## config.mk

```make
export PLATFORM = sky130hd
export DESIGN_NAME = circular_deque_flat
export DESIGN_NICKNAME = d
export VERILOG_FILES = /design/src/design/cdq_pkg.sv /design/src/design/cdq_in_if.sv /design/src/design/cdq_out_if.sv /design/src/design/circular_deque.sv /design/src/flat_wrapper.sv
export SDC_FILE = /design/constraint.sdc
export NUM_CORES = 2
export LEC_CHECK = 0
export BUFFER_PORTS_ARGS = -buffer_cell sky130_fd_sc_hd__buf_2
export CELL_PAD_IN_SITES_DETAIL_PLACEMENT = 0
export CELL_PAD_IN_SITES_GLOBAL_PLACEMENT = 2
export CORE_AREA = 2 2 663 665
export CTS_CLUSTER_DIAMETER = 200
export CTS_CLUSTER_SIZE = 12
export DETAILED_ROUTE_END_ITERATION = 16
export DIE_AREA = 0 0 665 667
export PLACE_DENSITY = 0.71
export SLEW_MARGIN = 20
export SYNTH_ARGS = -nofsm -noshare
export SYNTH_HDL_FRONTEND = slang
export SYNTH_SLANG_ARGS = --single-unit
export TNS_END_PERCENT = 20
```

## constraint.sdc

```tcl
create_clock -name clk -period 12.8 [get_ports clk]
set_clock_uncertainty 0.15 [all_clocks]
set_input_delay 0.64 -clock clk [delete_from_list [all_inputs] [get_ports clk]]
set_output_delay 0.64 -clock clk [all_outputs]
set_load 0.03 [all_outputs]
```

## src/design/cdq_pkg.sv

```systemverilog
// ----------------------------------------------------------------------------
// cdq_pkg: shared types and constants of the circular deque
// Holds the store geometry, operation and status codes, the controller
// states and the helpers that move values between port and store widths.
// ----------------------------------------------------------------------------
package cdq_pkg;

  // Store geometry and field widths.
  localparam int STORE_DEPTH = 128;
  localparam int VALUE_WIDTH = 32;
  localparam int IDX_W       = $clog2(STORE_DEPTH);
  localparam int CAP_W       = 8;
  localparam int DATA_W      = 32;

  // Capacity after reset, limited to the store depth, kept as capacity - 1.
  localparam int CAP_RESET    = 10;
  localparam int CAP_M1_RESET = ((CAP_RESET > STORE_DEPTH) ? STORE_DEPTH : CAP_RESET) - 1;

  // Operation codes of a request.
  typedef enum logic [1:0] {
    FN_PUSH_FRONT = 2'd0,
    FN_PUSH_REAR  = 2'd1,
    FN_POP_FRONT  = 2'd2,
    FN_POP_REAR   = 2'd3
  } func_t;

  // Status codes of a result.
  typedef enum logic [1:0] {
    ST_DONE      = 2'd0,
    ST_OVERFLOW  = 2'd1,
    ST_UNDERFLOW = 2'd2
  } status_t;

  // Controller states.
  typedef enum logic {
    S_IDLE = 1'b0,
    S_RES  = 1'b1
  } state_t;

  // Port value to store width (sign-extend or truncate).
  function automatic logic [VALUE_WIDTH-1:0] to_store(input logic [DATA_W-1:0] v);
    logic signed [63:0] w;
    w = $signed(v);
    return w[VALUE_WIDTH-1:0];
  endfunction

  // Store value to port width (sign-extend, then cut).
  function automatic logic [DATA_W-1:0] from_store(input logic [VALUE_WIDTH-1:0] v);
    logic signed [63:0] w;
    w = $signed(v);
    return w[DATA_W-1:0];
  endfunction

endpackage

```

## src/design/cdq_in_if.sv

```systemverilog
// ----------------------------------------------------------------------------
// cdq_in_if: request channel of the circular deque
// Carries one operation code and the value for a push.
// ----------------------------------------------------------------------------
interface cdq_in_if;

  logic                              valid;
  logic                              ready;
  cdq_pkg::func_t                    func;
  logic signed [cdq_pkg::DATA_W-1:0] push_value;

  modport source (output valid, output func, output push_value, input ready);
  modport sink   (input valid, input func, input push_value, output ready);

endinterface

```

## src/design/cdq_out_if.sv

```systemverilog
// ----------------------------------------------------------------------------
// cdq_out_if: result channel of the circular deque
// Carries the status of one request and the deque state after it.
// ----------------------------------------------------------------------------
interface cdq_out_if;

  logic                              valid;
  logic                              ready;
  cdq_pkg::status_t                  status;
  logic                              is_empty;
  logic                              is_full;
  logic signed [cdq_pkg::DATA_W-1:0] front_value;
  logic signed [cdq_pkg::DATA_W-1:0] rear_value;

  modport source (output valid, output status, output is_empty, output is_full,
                  output front_value, output rear_value, input ready);
  modport sink   (input valid, input status, input is_empty, input is_full,
                  input front_value, input rear_value, output ready);

endinterface

```

## src/design/circular_deque.sv

```systemverilog
// ----------------------------------------------------------------------------
// circular_deque: double-ended queue in a circular store with separate ports
// Requests on in_ch push or pop at either end; every request gives exactly
// one result on out_ch with the status, the empty and full flags and the
// front and rear values (all ones when the deque is empty).
//
// Usage notes:
//  - in_ch takes a request when valid and ready are high at a clock edge.
//    Each request passes through the accept cycle, in which indices and a
//    pushed entry are updated and the store is read, and the result state
//    S_RES, in which the registered read data of the store returns. The
//    store's single registered read port is why the result state is needed.
//  - The result is loaded into an output register in S_RES once that
//    register is free, which raises out_ch.valid; a new request is taken
//    only after the result of the last one has been loaded.
//  - If out_ch stalls, the block still takes one more request and holds its
//    result until the output register frees up; then in_ch ready stays low.
//  - cfg_we writes the capacity (zero acts as one, values above the store
//    depth act as the depth) and empties the deque. Write it only when idle.
//  - Reset (rst_n low, synchronous) empties the deque and sets capacity 10.
//    Store contents are not cleared; only live entries are ever read.
// ----------------------------------------------------------------------------
module circular_deque (
  input  logic                        clk,
  input  logic                        rst_n,
  cdq_in_if.sink                      in_ch,
  cdq_out_if.source                   out_ch,
  input  logic                        cfg_we,
  input  logic [cdq_pkg::CAP_W-1:0]   cfg_wdata
);

  localparam int IW = cdq_pkg::IDX_W;
  localparam int VW = cdq_pkg::VALUE_WIDTH;
  localparam int DW = cdq_pkg::DATA_W;

  // Control and state registers.
  cdq_pkg::state_t  state_r, state_nxt;
  logic [IW-1:0]    front_r, front_nxt;
  logic [IW-1:0]    rear_r, rear_nxt;
  logic             empty_r, empty_nxt;
  logic [IW-1:0]    cm1_r, cm1_nxt;
  logic             rd_front_r, rd_front_nxt;
  logic             rd_rear_r, rd_rear_nxt;
  cdq_pkg::status_t status_r, status_nxt;
  logic [DW-1:0]    front_val_r, front_val_nxt;
  logic [DW-1:0]    rear_val_r, rear_val_nxt;

  // Output register.
  logic             out_valid_r, out_valid_nxt;
  cdq_pkg::status_t out_status_r, out_status_nxt;
  logic             out_empty_r, out_empty_nxt;
  logic             out_full_r, out_full_nxt;
  logic [DW-1:0]    out_front_r, out_front_nxt;
  logic [DW-1:0]    out_rear_r, out_rear_nxt;

  // Store and its ports.
  logic [VW-1:0]    mem [cdq_pkg::STORE_DEPTH];
  logic             mem_we;
  logic [IW-1:0]    mem_waddr;
  logic [VW-1:0]    mem_wdata;
  logic             mem_re;
  logic [IW-1:0]    mem_raddr;
  logic [VW-1:0]    rd_data_r;

  logic             accept;
  logic             full_now;
  logic [IW-1:0]    front_dec, front_inc, rear_dec, rear_inc;
  logic [DW-1:0]    fv, rv;

  // Full flag of the current (already updated) indices.
  assign full_now = !empty_r &&
                    (((front_r == '0) && (rear_r == cm1_r)) ||
                     ((IW+1)'(front_r) == (IW+1)'(rear_r) + 1'b1));

  // Wrapping neighbors of both indices.
  assign front_dec = (front_r == '0) ? cm1_r : front_r - 1'b1;
  assign front_inc = (front_r >= cm1_r) ? '0 : front_r + 1'b1;
  assign rear_dec  = (rear_r == '0) ? cm1_r : rear_r - 1'b1;
  assign rear_inc  = (rear_r >= cm1_r) ? '0 : rear_r + 1'b1;

  // A request is taken whenever the controller is idle.
  assign accept = in_ch.valid && (state_r == cdq_pkg::S_IDLE);

  // End values after a pop pick up the store read data.
  assign fv = rd_front_r ? cdq_pkg::from_store(rd_data_r) : front_val_r;
  assign rv = rd_rear_r  ? cdq_pkg::from_store(rd_data_r) : rear_val_r;

  // Next state, request handling and result formation.
  always_comb begin
    state_nxt      = state_r;
    front_nxt      = front_r;
    rear_nxt       = rear_r;
    empty_nxt      = empty_r;
    cm1_nxt        = cm1_r;
    rd_front_nxt   = rd_front_r;
    rd_rear_nxt    = rd_rear_r;
    status_nxt     = status_r;
    front_val_nxt  = front_val_r;
    rear_val_nxt   = rear_val_r;
    out_valid_nxt  = out_valid_r && !out_ch.ready;
    out_status_nxt = out_status_r;
    out_empty_nxt  = out_empty_r;
    out_full_nxt   = out_full_r;
    out_front_nxt  = out_front_r;
    out_rear_nxt   = out_rear_r;
    mem_we         = 1'b0;
    mem_waddr      = front_r;
    mem_wdata      = cdq_pkg::to_store(in_ch.push_value);
    mem_re         = 1'b0;
    mem_raddr      = front_r;
    in_ch.ready    = 1'b0;

    unique case (state_r)
      cdq_pkg::S_IDLE: begin
        in_ch.ready = 1'b1;
        if (accept) begin
          state_nxt    = cdq_pkg::S_RES;
          status_nxt   = cdq_pkg::ST_DONE;
          rd_front_nxt = 1'b0;
          rd_rear_nxt  = 1'b0;
          unique case (in_ch.func)
            cdq_pkg::FN_PUSH_FRONT, cdq_pkg::FN_PUSH_REAR: begin
              if (full_now) begin
                status_nxt = cdq_pkg::ST_OVERFLOW;
              end else if (empty_r) begin
                // First entry always lands in slot zero.
                front_nxt     = '0;
                rear_nxt      = '0;
                empty_nxt     = 1'b0;
                mem_we        = 1'b1;
                mem_waddr     = '0;
                front_val_nxt = cdq_pkg::from_store(mem_wdata);
                rear_val_nxt  = cdq_pkg::from_store(mem_wdata);
              end else if (in_ch.func == cdq_pkg::FN_PUSH_FRONT) begin
                front_nxt     = front_dec;
                mem_we        = 1'b1;
                mem_waddr     = front_dec;
                front_val_nxt = cdq_pkg::from_store(mem_wdata);
              end else begin
                rear_nxt     = rear_inc;
                mem_we       = 1'b1;
                mem_waddr    = rear_inc;
                rear_val_nxt = cdq_pkg::from_store(mem_wdata);
              end
            end
            default: begin
              if (empty_r) begin
                status_nxt = cdq_pkg::ST_UNDERFLOW;
              end else if (front_r == rear_r) begin
                // Last entry leaves: the deque is empty again.
                front_nxt = '0;
                rear_nxt  = '0;
                empty_nxt = 1'b1;
              end else if (in_ch.func == cdq_pkg::FN_POP_FRONT) begin
                front_nxt    = front_inc;
                mem_re       = 1'b1;
                mem_raddr    = front_inc;
                rd_front_nxt = 1'b1;
              end else begin
                rear_nxt    = rear_dec;
                mem_re      = 1'b1;
                mem_raddr   = rear_dec;
                rd_rear_nxt = 1'b1;
              end
            end
          endcase
        end
      end
      cdq_pkg::S_RES: begin
        // Load the result once the output register is free.
        if (!out_valid_r || out_ch.ready) begin
          state_nxt      = cdq_pkg::S_IDLE;
          out_valid_nxt  = 1'b1;
          out_status_nxt = status_r;
          out_empty_nxt  = empty_r;
          out_full_nxt   = full_now;
          out_front_nxt  = empty_r ? '1 : fv;
          out_rear_nxt   = empty_r ? '1 : rv;
          front_val_nxt  = fv;
          rear_val_nxt   = rv;
          rd_front_nxt   = 1'b0;
          rd_rear_nxt    = 1'b0;
        end
      end
      default: begin
        state_nxt = cdq_pkg::S_IDLE;
      end
    endcase

    // A capacity write empties the deque.
    if (cfg_we) begin
      if (cfg_wdata == '0) begin
        cm1_nxt = '0;
      end else if (32'(cfg_wdata) > 32'(cdq_pkg::STORE_DEPTH)) begin
        cm1_nxt = IW'(cdq_pkg::STORE_DEPTH - 1);
      end else begin
        cm1_nxt = IW'(cfg_wdata - 1'b1);
      end
      front_nxt = '0;
      rear_nxt  = '0;
      empty_nxt = 1'b1;
    end
  end

  // Control registers.
  always_ff @(posedge clk) begin
    if (!rst_n) begin
      state_r     <= cdq_pkg::S_IDLE;
      front_r     <= '0;
      rear_r      <= '0;
      empty_r     <= 1'b1;
      cm1_r       <= IW'(cdq_pkg::CAP_M1_RESET);
      rd_front_r  <= 1'b0;
      rd_rear_r   <= 1'b0;
      out_valid_r <= 1'b0;
    end else begin
      state_r     <= state_nxt;
      front_r     <= front_nxt;
      rear_r      <= rear_nxt;
      empty_r     <= empty_nxt;
      cm1_r       <= cm1_nxt;
      rd_front_r  <= rd_front_nxt;
      rd_rear_r   <= rd_rear_nxt;
      out_valid_r <= out_valid_nxt;
    end
  end

  // Payload registers.
  always_ff @(posedge clk) begin
    status_r     <= status_nxt;
    front_val_r  <= front_val_nxt;
    rear_val_r   <= rear_val_nxt;
    out_status_r <= out_status_nxt;
    out_empty_r  <= out_empty_nxt;
    out_full_r   <= out_full_nxt;
    out_front_r  <= out_front_nxt;
    out_rear_r   <= out_rear_nxt;
  end

  // Entry store: one write port, one registered read port.
  always_ff @(posedge clk) begin
    if (mem_we) begin
      mem[mem_waddr] <= mem_wdata;
    end
  end

  always_ff @(posedge clk) begin
    if (mem_re) begin
      rd_data_r <= mem[mem_raddr];
    end
  end

  // Result channel.
  assign out_ch.valid       = out_valid_r;
  assign out_ch.status      = out_status_r;
  assign out_ch.is_empty    = out_empty_r;
  assign out_ch.is_full     = out_full_r;
  assign out_ch.front_value = out_front_r;
  assign out_ch.rear_value  = out_rear_r;

  // Both indices stay inside the configured capacity.
  a_idx_range: assert property (@(posedge clk) disable iff (!rst_n)
    (front_r <= cm1_r) && (rear_r <= cm1_r))
    else $error("deque index beyond capacity");

  // An empty deque always has both indices at zero.
  a_empty_idx: assert property (@(posedge clk) disable iff (!rst_n)
    empty_r |-> ((front_r == '0) && (rear_r == '0)))
    else $error("empty deque with nonzero index");

  // An accepted request is always followed by the result cycle.
  a_acc_res: assert property (@(posedge clk) disable iff (!rst_n)
    accept |=> (state_r == cdq_pkg::S_RES))
    else $error("accepted request not followed by result state");

  // An empty result reports all ones at both ends.
  a_empty_vals: assert property (@(posedge clk) disable iff (!rst_n)
    (out_ch.valid && out_ch.is_empty) |->
      ((out_ch.front_value == '1) && (out_ch.rear_value == '1)))
    else $error("empty result with live end values");

  // A refused push leaves the deque full.
  a_ovf_full: assert property (@(posedge clk) disable iff (!rst_n)
    (out_ch.valid && (out_ch.status == cdq_pkg::ST_OVERFLOW)) |-> out_ch.is_full)
    else $error("overflow reported while not full");

endmodule
```

## src/flat_wrapper.sv

```systemverilog
// flat-port wrapper written by rule: the top's interface ports become plain ports
module circular_deque_flat 
  (clk, rst_n, cfg_we, cfg_wdata, in_ch_valid, in_ch_func, in_ch_push_value, in_ch_ready, out_ch_valid, out_ch_status, out_ch_is_empty, out_ch_is_full, out_ch_front_value, out_ch_rear_value, out_ch_ready);
  cdq_in_if in_ch_i ();
  cdq_out_if out_ch_i ();
  input  logic clk;
  input  logic rst_n;
  input  logic cfg_we;
  input  logic [cdq_pkg::CAP_W-1:0] cfg_wdata;
  input wire logic [$bits(in_ch_i.valid)-1:0] in_ch_valid;
  input wire logic [$bits(in_ch_i.func)-1:0] in_ch_func;
  input wire logic [$bits(in_ch_i.push_value)-1:0] in_ch_push_value;
  output wire logic [$bits(in_ch_i.ready)-1:0] in_ch_ready;
  output wire logic [$bits(out_ch_i.valid)-1:0] out_ch_valid;
  output wire logic [$bits(out_ch_i.status)-1:0] out_ch_status;
  output wire logic [$bits(out_ch_i.is_empty)-1:0] out_ch_is_empty;
  output wire logic [$bits(out_ch_i.is_full)-1:0] out_ch_is_full;
  output wire logic [$bits(out_ch_i.front_value)-1:0] out_ch_front_value;
  output wire logic [$bits(out_ch_i.rear_value)-1:0] out_ch_rear_value;
  input wire logic [$bits(out_ch_i.ready)-1:0] out_ch_ready;
  assign in_ch_i.valid = in_ch_valid;
  assign in_ch_i.func = in_ch_func;
  assign in_ch_i.push_value = in_ch_push_value;
  assign in_ch_ready = in_ch_i.ready;
  assign out_ch_valid = out_ch_i.valid;
  assign out_ch_status = out_ch_i.status;
  assign out_ch_is_empty = out_ch_i.is_empty;
  assign out_ch_is_full = out_ch_i.is_full;
  assign out_ch_front_value = out_ch_i.front_value;
  assign out_ch_rear_value = out_ch_i.rear_value;
  assign out_ch_i.ready = out_ch_ready;
  circular_deque u_core (.clk(clk), .rst_n(rst_n), .in_ch(in_ch_i), .out_ch(out_ch_i), .cfg_we(cfg_we), .cfg_wdata(cfg_wdata));
endmodule
```

==> flow_results.org <==
** Worst setup path
- Setup CP Type :: reg -> reg
- STA classifies the critical path endpoint as a flop.
- Worst path cell trace :: xnor2_1 -> nand4_1 -> o21ai_4 -> buf_12 -> o31a_2 -> buf_12 -> buf_4 -> a21oi_1 -> a22oi_1 -> o2111ai_1 -> and2_0 -> o2111ai_1 -> o21ai_0 -> nor2_1
- Peak per-stage delay on the critical path :: 890 ps
- Required arrival time at the worst endpoint :: between 10000 and 15000 ps
- The worst register-to-register path has a setup slack of 4930 ps.
- Slowest library cell on the worst path :: o31a_2
- Data arrival time of the critical path :: 8570 ps
- Startpoint class of the critical path :: flop
- Maximum fanout count along the critical path :: about 150

** Place
- Final HPWL DP :: 373000 um
- Pre-CTS worst setup slack :: a little over 5000 ps
- Routability-driven placement finished with a final weighted congestion of 0.860.
- IO Port Bufs :: 116

** Clock tree
- The H-tree generated during clock tree synthesis spans 5 levels.
- Master cell of the clock root buffer :: clkbuf_16
- Number of buffers added by the clock tree synthesis step :: 395
- TritonCTS built the clock tree.
- The longest clock path from root to sink contains 4 buffers.
- Post-CTS sizing :: 0
- Later-pin clock latency in the skew report :: 1030 ps
- Counting every sink on the clock net gives roughly 4.3k.
- After clock tree synthesis, the clock-pin slew on the worst setup and hold paths is 70 ps.

** Floorplanning
- The floorplan step defined a core boundary enclosing 437000 um2.
- Measured along the y axis, the die boundary spans 667 um.
- The die covers 444000 um2.
- Core Rows :: 243
- Initial cell density of the core :: 39.8%
- Count of pins on the block boundary :: 117
- The die is 665 um wide.

** Power and ir drop
- Dividing total power by cell area gives a power density of approximately 140 nW/um2.
- The clock network accounts for 39.0% of the total power.
- For this design the static power due to leakage is a little over 60 nW.
- The share of total power dissipated in sequential elements is 56.8%.
- In this run the power spent charging and discharging nets is roughly 6 mW.
- The internal power of the cells totals 21.3 mW.
- Largest voltage drop on the vdd net :: 108 uV
- Power share of the combinational group :: under 10%
- Switching power as a share of total power :: 21.8%

** Global route
- Overall overflow remaining after global route :: 0
- Across every metal layer, demand over resource in global routing totals 28.1%.
- The number of global-route vias before repair was 107k.
- Entering global routing, the biggest net connects 153 pins.
- The first global-routing pass estimated 878000 um of wire.
- The number of antenna violations at the first check in global routing is 60.

** Flow run
- MaxCap Viol Count :: 0

** Routing
- The routed design has approximately 640000 um of wire.
- The detail route stage leaves a number of antenna-violating nets equal to 0.
- In the routed design, unresolved DRC markers number 0.
- For this block, the initial DRC count from the detailed router was approximately 17k.
- Vias per Instance :: 6.39
- Vias :: 114k
- The first detailed-routing pass ran for 8 iterations.
- In the final routed layout, each cell accounts on average for 36.2 um.

** Synthesis
- Yosys printed 0 warnings.
- After synthesis the netlist holds a flip-flop and latch count of 4288.
- Counting every instance in the synthesized netlist gives 11.9k.
- The cell area that synthesis handed to floorplanning was around 170000 um2.
- Primary flip-flop cell chosen by synthesis mapping :: edfxtp_1
- Counting distinct cell types in the post-synthesis netlist gives 86.
- Part of the Yosys area used for sequential elements :: between 70% and 80%
- After synthesis, the mean cell area works out to 14.7 um2.
- The number of nets in the synthesized netlist is 11.9k.
- Share of synthesized flip-flops with an asynchronous set or reset :: 0%
- Yosys mapped a number of flops with a built-in enable equal to 4262.

** Status
- Run status :: complete, no violations

** Cells and area
- Leaving out fill and tap cells, the most frequent cells in the layout are 4262 x edfxtp_1, 2026 x nand2_1, 704 x nand3_1.
- Post-synthesis to final-layout area growth :: 11.4%
- Layout cells sized above 1 :: about an eighth
- Commonest non-fill, non-tap cell in the layout :: edfxtp_1
- Number of nets in the layout :: 12.0k

** Timing
- After layout, the worst path uses 61.5% of the clock period.
- The final number of max-transition violations came to 0.
- Setup TNS :: 0 ps
- The worst pin sits at a relative slew slack of 14.0%.
- Setup repair after global routing left no endpoint under its margin.
- Setup violations remaining at the end of the flow were counted as 0.
- Crit path setup slack, layout :: 4930 ps
- For the pin with the worst max-slew slack, the measured transition is 1280 ps.
- Peak clock frequency supported by timing :: about 130 MHz
- Number of failing hold endpoints at the final stage :: 0
- Time the worst path needs with I/O delays and setup :: 7870 ps

** Min path
- Class of the most critical hold timing path :: in -> reg
-- flip-flops by register name, summed over array words and instances, names as in the netlist, 2 cells and up --
register,flops
u_core.mem,4096
u_core.front_val_r,32
u_core.out_ch.front_value,32
u_core.out_ch.rear_value,32
u_core.rd_data_r,32
u_core.rear_val_r,32
u_core.cm1_r,7
u_core.front_r,7
u_core.rear_r,7
u_core.out_ch.status,2
u_core.status_r,2
-- final cells by class --
class	instances	area, um2
Fill cell	38300	243000
Sequential cell	4288	129000
Multi-Input combinational cell	6678	43100
Clock buffer	424	10100
Tap cell	5757	7200
Timing Repair Buffer	540	4190
Clock inverter	21	420
Inverter	29	121
Antenna cell	44	110
-- power groups by stage --
stage               Sequential (mW)  Clock, mW  Combinational (mW)
floorplan                      15.8          0               0.562
global placement               15.8          0                1.12
detailed placement             15.8          0                1.14
CTS                            15.5       10.8                1.15
global route                   15.5       11.3                1.23
finish                         15.5       10.6                1.15
-- metal layers --
metal  track usage (%)  wire length, um  part of all wire, %
met1              39.0           254000                   40
met2              43.8           292000                   45
met3              5.40            66000                   10
met4              11.5            30200                  4.7
met5                 0               79                0.012
-- kinds of logic (layout without fill, tap and decap cells) --
logic type / count (synthesis) / count (layout) / synth area share (%)
buffers and inverters: 893 / 1014 / 2.16
XOR/XNOR: 27 / 27 / 0.144
other: 0 / 44 / 0
AO/OA/AOI/OAI: 2446 / 2446 / 9.60
flip-flops: 4288 / 4288 / 73.9
AND/OR/NAND/NOR: 3747 / 3747 / 9.32
multiplexers: 437 / 437 / 4.73
adder cells (fa/ha/maj): 21 / 21 / 0.151
-- worst max-delay path: cells and delay by family, from the launching register on --
kind / cells / cell delay [ps]
simple gates: 3 / 1020
xor+xnor: 1 / 210
compound gates: 7 / 3390
buf+inv: 3 / 1790
flops: 1 / 750
-- per-stage QoR --
step / hold slack, ps / power [mW] / instances / utilization (%) / instance area [um2]
final: 55.9 / 27.3 / 17800 / 44.4 / 194000
after global routing: 47.6 / 28.0 / 17800 / 44.4 / 194000
after CTS: 3.87 / 27.4 / 17700 / 44.3 / 194000
after detailed placement: 255 / 16.9 / 17300 / 41.9 / 183000
after global placement: 261 / 16.9 / 17300 / 41.8 / 183000
after floorplan: 250 / 16.4 / 11900 / - / 174000
-- final timing paths --
check / cells after the start / from / end
worst max register to register: 14 / u_core.front_r[2] / u_core.rd_data_r[7]
worst min-delay path: 1 / in_ch_push_value[15] / u_core.mem[17][15]
worst min register to register: 0 / u_core.status_r[0] / u_core.out_ch.status[0]
worst max-delay path: 14 / u_core.front_r[2] / u_core.rd_data_r[7]
-- synth_stat cells, types with 15 or more instances --
library cell  count  area (um2)
or4_1            15         113
a221oi_1         39         342
nand2b_1         77         482
nand4_1          47         294
nand2_1        2030        7620
a21oi_1         524        2620
a311oi_1         77         674
xor2_1           15         131
o2111ai_1        43         377
clkbuf_1        401        1510
buf_4            19         143
a31oi_1         181        1130
dfxtp_1          26         521
a22oi_1         273        2050
o22a_1           72         631
nor3_1          162         811
nor4_1           20         125
a211oi_1         81         608
o21ai_0         233        1170
nor2_1          460        1730
o211ai_1         99         743
mux2i_1         125        1250
ha_1             21         263
inv_1            27         101
or3_1            19         119
o221ai_1        153        1340
edfxtp_1       4262      128000
and3_1          161        1010
o31ai_1          20         150
a32oi_1          72         631
a22o_1           46         403
buf_1           186         698
buf_2           255        1280
mux4_2          308        6940
a2bb2oi_1        18         158
a2111oi_0        15         131
nand3_1         706        3530
o22ai_1         354        2210
-- what timing repair did --
item	4_1_cts	5_1_grt
buffers inserted	0	0
hold buffers	29	0
endpoints found under the hold margin	251	0
Note: power is estimated with default switching activity, not from simulation.
